## config.mk

```make
export PLATFORM = sky130hd
export DESIGN_NAME = gmq_mac
export DESIGN_NICKNAME = d
export VERILOG_FILES = /design/src/hw/rtl/gmq_pkg.sv /design/src/hw/rtl/gmq_mac.sv
export SDC_FILE = /design/constraint.sdc
export NUM_CORES = 1
export LEC_CHECK = 0
export BUFFER_PORTS_ARGS = -buffer_cell sky130_fd_sc_hd__buf_2
export CORE_MARGIN = 5
export CORE_UTILIZATION = 55
export CTS_BUF_LIST = sky130_fd_sc_hd__clkbuf_16
export DETAILED_ROUTE_END_ITERATION = 10
export PLACE_DENSITY = 0.73
export SYNTH_ARGS = -nofsm -noshare
export SYNTH_HDL_FRONTEND = slang
export SYNTH_SLANG_ARGS = --single-unit
```

## constraint.sdc

```tcl
create_clock -name clk_i -period 3.35 [get_ports clk_i]
set_clock_uncertainty 0.1 [all_clocks]
set_input_delay 0.1675 -clock clk_i [delete_from_list [all_inputs] [get_ports clk_i]]
set_output_delay 0.1675 -clock clk_i [all_outputs]
set_load 0.005 [all_outputs]
```

## src/hw/rtl/gmq_pkg.sv

```systemverilog
// Gram matrix query engine: shared package.
// Field widths, register codes, opcodes, sequencer states and control structs.
// No dependencies.
package gmq_pkg;

  localparam int MaxVectorsDef = 64;
  localparam int MaxClassesDef = 32;

  localparam int RowW     = 6;
  localparam int ClassW   = 5;
  localparam int ProbW    = 16;
  localparam int ColW     = 7;
  localparam int ValueW   = 42;
  localparam int ProdW    = 2 * ProbW;
  localparam int VcW      = 7;
  localparam int CcW      = 6;
  localparam int CfgIdxW  = 2;
  localparam int CfgDataW = 8;

  localparam logic [VcW-1:0] VectorCountRst = VcW'(64);
  localparam logic [CcW-1:0] ClassCountRst  = CcW'(32);

  typedef enum logic [CfgIdxW-1:0] {
    CFG_VECTOR_COUNT = 2'd0,
    CFG_CLASS_COUNT  = 2'd1
  } cfg_reg_e;

  typedef enum logic {
    OP_LOAD  = 1'b0,
    OP_QUERY = 1'b1
  } opcode_e;

  typedef enum logic [1:0] {
    ST_IDLE,
    ST_RUN,
    ST_DRAIN,
    ST_DONE
  } state_e;

  typedef struct packed {
    logic clear;  // start of a new query
    logic valid;  // operands from the store are valid this cycle
  } mac_ctrl_t;

endpackage

```

## src/hw/rtl/gmq_mac.sv

```systemverilog
// Shared multiply-accumulate unit: registered 16x16 product, saturating 42-bit sum.
// Depends on gmq_pkg.
module gmq_mac (
  input  logic                      clk_i,
  input  logic                      rst_ni,
  input  gmq_pkg::mac_ctrl_t        ctrl_i,
  input  logic [gmq_pkg::ProbW-1:0] a_i,
  input  logic [gmq_pkg::ProbW-1:0] b_i,
  output logic [gmq_pkg::ValueW-1:0] acc_o,
  output logic                      busy_o
);
  import gmq_pkg::*;

  logic [ProdW-1:0]  prod_q, prod_d;
  logic              prod_v_q;
  logic [ValueW-1:0] acc_q, acc_d;
  logic [ValueW:0]   sum;

  assign prod_d = a_i * b_i;
  assign sum    = {1'b0, acc_q} + (ValueW + 1)'(prod_q);

  // sums only grow, so a sticky clamp equals clamping the exact total
  always_comb begin
    acc_d = acc_q;
    if (ctrl_i.clear) begin
      acc_d = '0;
    end else if (prod_v_q) begin
      acc_d = sum[ValueW] ? '1 : sum[ValueW-1:0];
    end
  end

  always_ff @(posedge clk_i or negedge rst_ni) begin
    if (!rst_ni) begin
      prod_v_q <= 1'b0;
      acc_q    <= '0;
    end else begin
      prod_v_q <= ctrl_i.valid;
      acc_q    <= acc_d;
    end
  end

  always_ff @(posedge clk_i) begin
    prod_q <= prod_d;
  end

  assign acc_o  = acc_q;
  assign busy_o = prod_v_q;

endmodule

```

==> results.py <==
metrics = {
    "place": {
        "dp.cells": 1854,
        "gp_congestion": 0.932,
        "place_ws_ns": -2.57,
        "io_buffers": 78,
        "dp_hpwl_um": 24800,
    },
    "clock_tree": {
        "clkTransAtPathRegs_ns": 0.06,
        "htree_levels": 3,
        "cts_buffers": 9,
        "cts_sinks": 75,
        "clkLatencyLatePin_ns": 0.34,
        "clockBufferDepth": 2,
        "root_buffer": "clkbuf_16",
        "cts_tree": "yes",
    },
    "synthesis": {
        "yosysWarnings": 0,
        "yosysUniqueCellTypes": 57,
        "avgSynthCellArea_sq_um": 8.95,
        "syn_area_sq_mm": 0.0125,
        "seq_area_frac_synth_pct": 13.7,
        "ys_ff_latch": 75,
        "syn-instance-count": 1397,
        "synth.net_count": 1764,
        "synth-edff-count": 0,
        "async_flop_share_pct": 57.3,
        "synth_flop_cell": "dfrtp_1",
    },
    "timing": {
        "rsz0062_at_grt": "true",
        "tightest_slew_ns": 0.975,
        "fin_ws_ns": -2.08,
        "period_minus_slack_ns": 5.43,
        "slew_violations": 0,
        "fmax_mhz": 184,
        "layout_worst_path_cycle_share_pct": 162,
        "finalHoldViolations": 0,
        "relSlewSlack_pct": 35.0,
        "setup_viol": 26,
    },
    "grt": {
        "met2_usage_pct": 40.5,
        "busiest_layer": "met2",
        "grt_pass1_vias": 10810,
        "antenna_found_initial": 0,
        "use_met3_pct": 2.62,
        "grt_first_pass_wirelength_um": 50800,
        "grt_max_degree": 44,
        "track_usage_pct": 23.5,
        "grt_use_met1_pct": 31.9,
        "grt-ovfl-total": 0,
    },
    "cells_and_area": {
        "area_growth_pct": 25.2,
        "final_layout_size_suffix_gt1_share_pct": 26.1,
        "stdcell_count": 1894,
        "fin_nets": 1971,
        "diodes": 0,
    },
    "floorplanning": {
        "die_x_um": 161,
        "io_pins": 79,
        "dieArea_sq_mm": 0.0258,
        "placementRows": 55,
        "core_region_area_sq_mm": 0.0225,
        "fp.dieH_um": 161,
        "start_util_pct": 55.5,
    },
    "critical_path": {
        "critPathKind": "in2reg",
        "start_kind": "input port",
        "cp.arrival_ns": 5.55,
        "critPathCaptureType": "flop",
        "path_max_fanout": 6,
        "worst_ep_required_time_ns": 3.47,
    },
    "outcome": {
        "run_status": "complete, but fails checks",
        "violations": "setup timing",
    },
    "detailed_routing": {
        "wl_um": 30600,
        "via_per_inst": 5.49,
        "ant_nets": 0,
        "drc_errors": 0,
        "routedWlPerCell_um": 16.2,
        "via_count": 10393,
        "drt_pass1_iterations": 5,
        "drtIter0Drc": 597,
    },
    "worst_hold_path": {
        "min_path_type": "in2reg",
    },
    "run": {
        "drv_cap": 0,
    },
}
[critical path, stage by stage]
cell and delay, ns:
buf_12 0.12, and2_4 0.15, fa_1 0.54, inv_1 0.05, fa_2 0.52, inv_2 0.03, fa_1 0.47, inv_1 0.05
fa_1 0.47, inv_1 0.05, fa_1 0.47, inv_1 0.05, fa_2 0.52, inv_2 0.04, ha_4 0.14, a21o_1 0.18
a21oi_2 0.13, o21ai_2 0.09, or3_4 0.42, o2111ai_4 0.24, a21oi_4 0.10, a2111oi_2 0.30, nor3_1 0.11, xor2_1 0.14
[what timing repair did]
item                       4_1_cts  5_1_grt
setup endpoints to repair       28       58
buffers inserted                10       16
pin swaps                       66       78
hold endpoints to repair        44        0
resized for setup              108      104
gates cloned                     0        0
hold buffers                     2        0
[logic make-up (layout without fill, tap and decap cells)]
kind of cell             after synthesis  in the layout  share of synthesized area, %
AND/OR/NAND/NOR                      434            434                          17.0
AO/OA/AOI/OAI                        207            207                          11.4
XOR/XNOR                              55             55                          3.85
buffers and inverters                293            505                          8.97
adder cells (fa/ha/maj)              331            331                          44.8
multiplexers                           2              2                         0.160
flip-flops                            75             75                          13.7
[worst paths after layout]
check | startpoint | to | slack [ns] | cells after the start
setup / recovery | a_i[7] | prod_q[29]$_DFF_P_ | -2.08 | 24
hold / removal | a_i[0] | prod_q[0]$_DFF_P_ | 0.22 | 3
setup reg to reg | prod_q[0]$_DFF_P_ | acc_o[18]$_DFFE_PN0P_ | 0.11 | 12
hold reg to reg | acc_o[4]$_DFFE_PN0P_ | acc_o[4]$_DFFE_PN0P_ | 0.47 | 2
max in group asynchronous | rst_ni | busy_o$_DFF_PN0_ | 2.06 | 2
min in group asynchronous | rst_ni | acc_o[33]$_DFFE_PN0P_ | 0.42 | 2
[Yosys cell counts (all sizes together) (12+ instances only)]
cell,count,area share (%)
dfrtp,43,8.6
nor2,67,2.0
dfxtp,32,5.1
nor3,18,0.72
a311oi,26,1.9
a21o,34,2.0
inv,238,7.1
nand2,166,5.0
a21oi,56,2.2
ha,136,14
xor2,22,1.5
o21ai,31,1.3
xnor2,33,2.3
and3,12,0.60
clkbuf,47,1.4
and2,124,6.2
nand3,14,0.56
fa,195,31
a211oi,17,1.1
[cell type report]
class	instances	area [sq um]
multi-input combinational	1029	10400
fill	1684	6850
timing repair buffer	251	2030
sequential	75	1720
inverter	238	893
tap	285	357
clock buffer	9	225
clock inverter	7	76.3
[cell usage in the layout (no fill, tap or decap), types with 7 or more instances in the layout]
cell type  count
and2_1       103
nand3_1       12
fa_2           7
buf_6         43
clkbuf_16      9
xnor2_1       30
buf_4        137
ha_1         120
a311oi_1      20
nand2_2       13
a21oi_1       43
a211oi_1      11
nor3_1        15
xor2_1        22
fa_1         188
inv_1        218
dfxtp_1       32
ha_4          10
o21ai_2        8
and3_1        11
and2_4        21
a21o_1        34
dfrtp_1       42
a21oi_2       11
buf_2         56
o21bai_1       7
nand4_1        9
o21ai_0       20
nor2_1        59
inv_2         20
nand2_1      149
[flip-flops by register name, summed over array words and instances (netlist names)]
signal / cells
acc_o: 42
busy_o: 1
prod_q: 32
[routing by layer]
| metal | wire (um) | vias up |
|---|---|---|
| met2 | 15300 | 274 |
| met5 | 0 | - |
| met3 | 1540 | 47 |
| met1 | 13300 | 5188 |
| li1 | - | 4884 |
| met4 | 463 | 0 |
[through the flow]
step / area [sq um] / setup TNS (ns) / utilization, % / hold WS, ns
floorplan: 13000 / -36.05 / - / -0.228
global placement: 14400 / -47.40 / 64.0 / 0.182
detailed placement: 14400 / -49.12 / 64.0 / 0.177
CTS: 15200 / -37.00 / 67.4 / 0.212
global route: 15700 / -43.48 / 69.6 / 0.244
finish: 15700 / -39.60 / 69.6 / 0.222
Power is not shown: default switching activity piles up to over one toggle a cycle in this logic, so the estimate is an artifact.
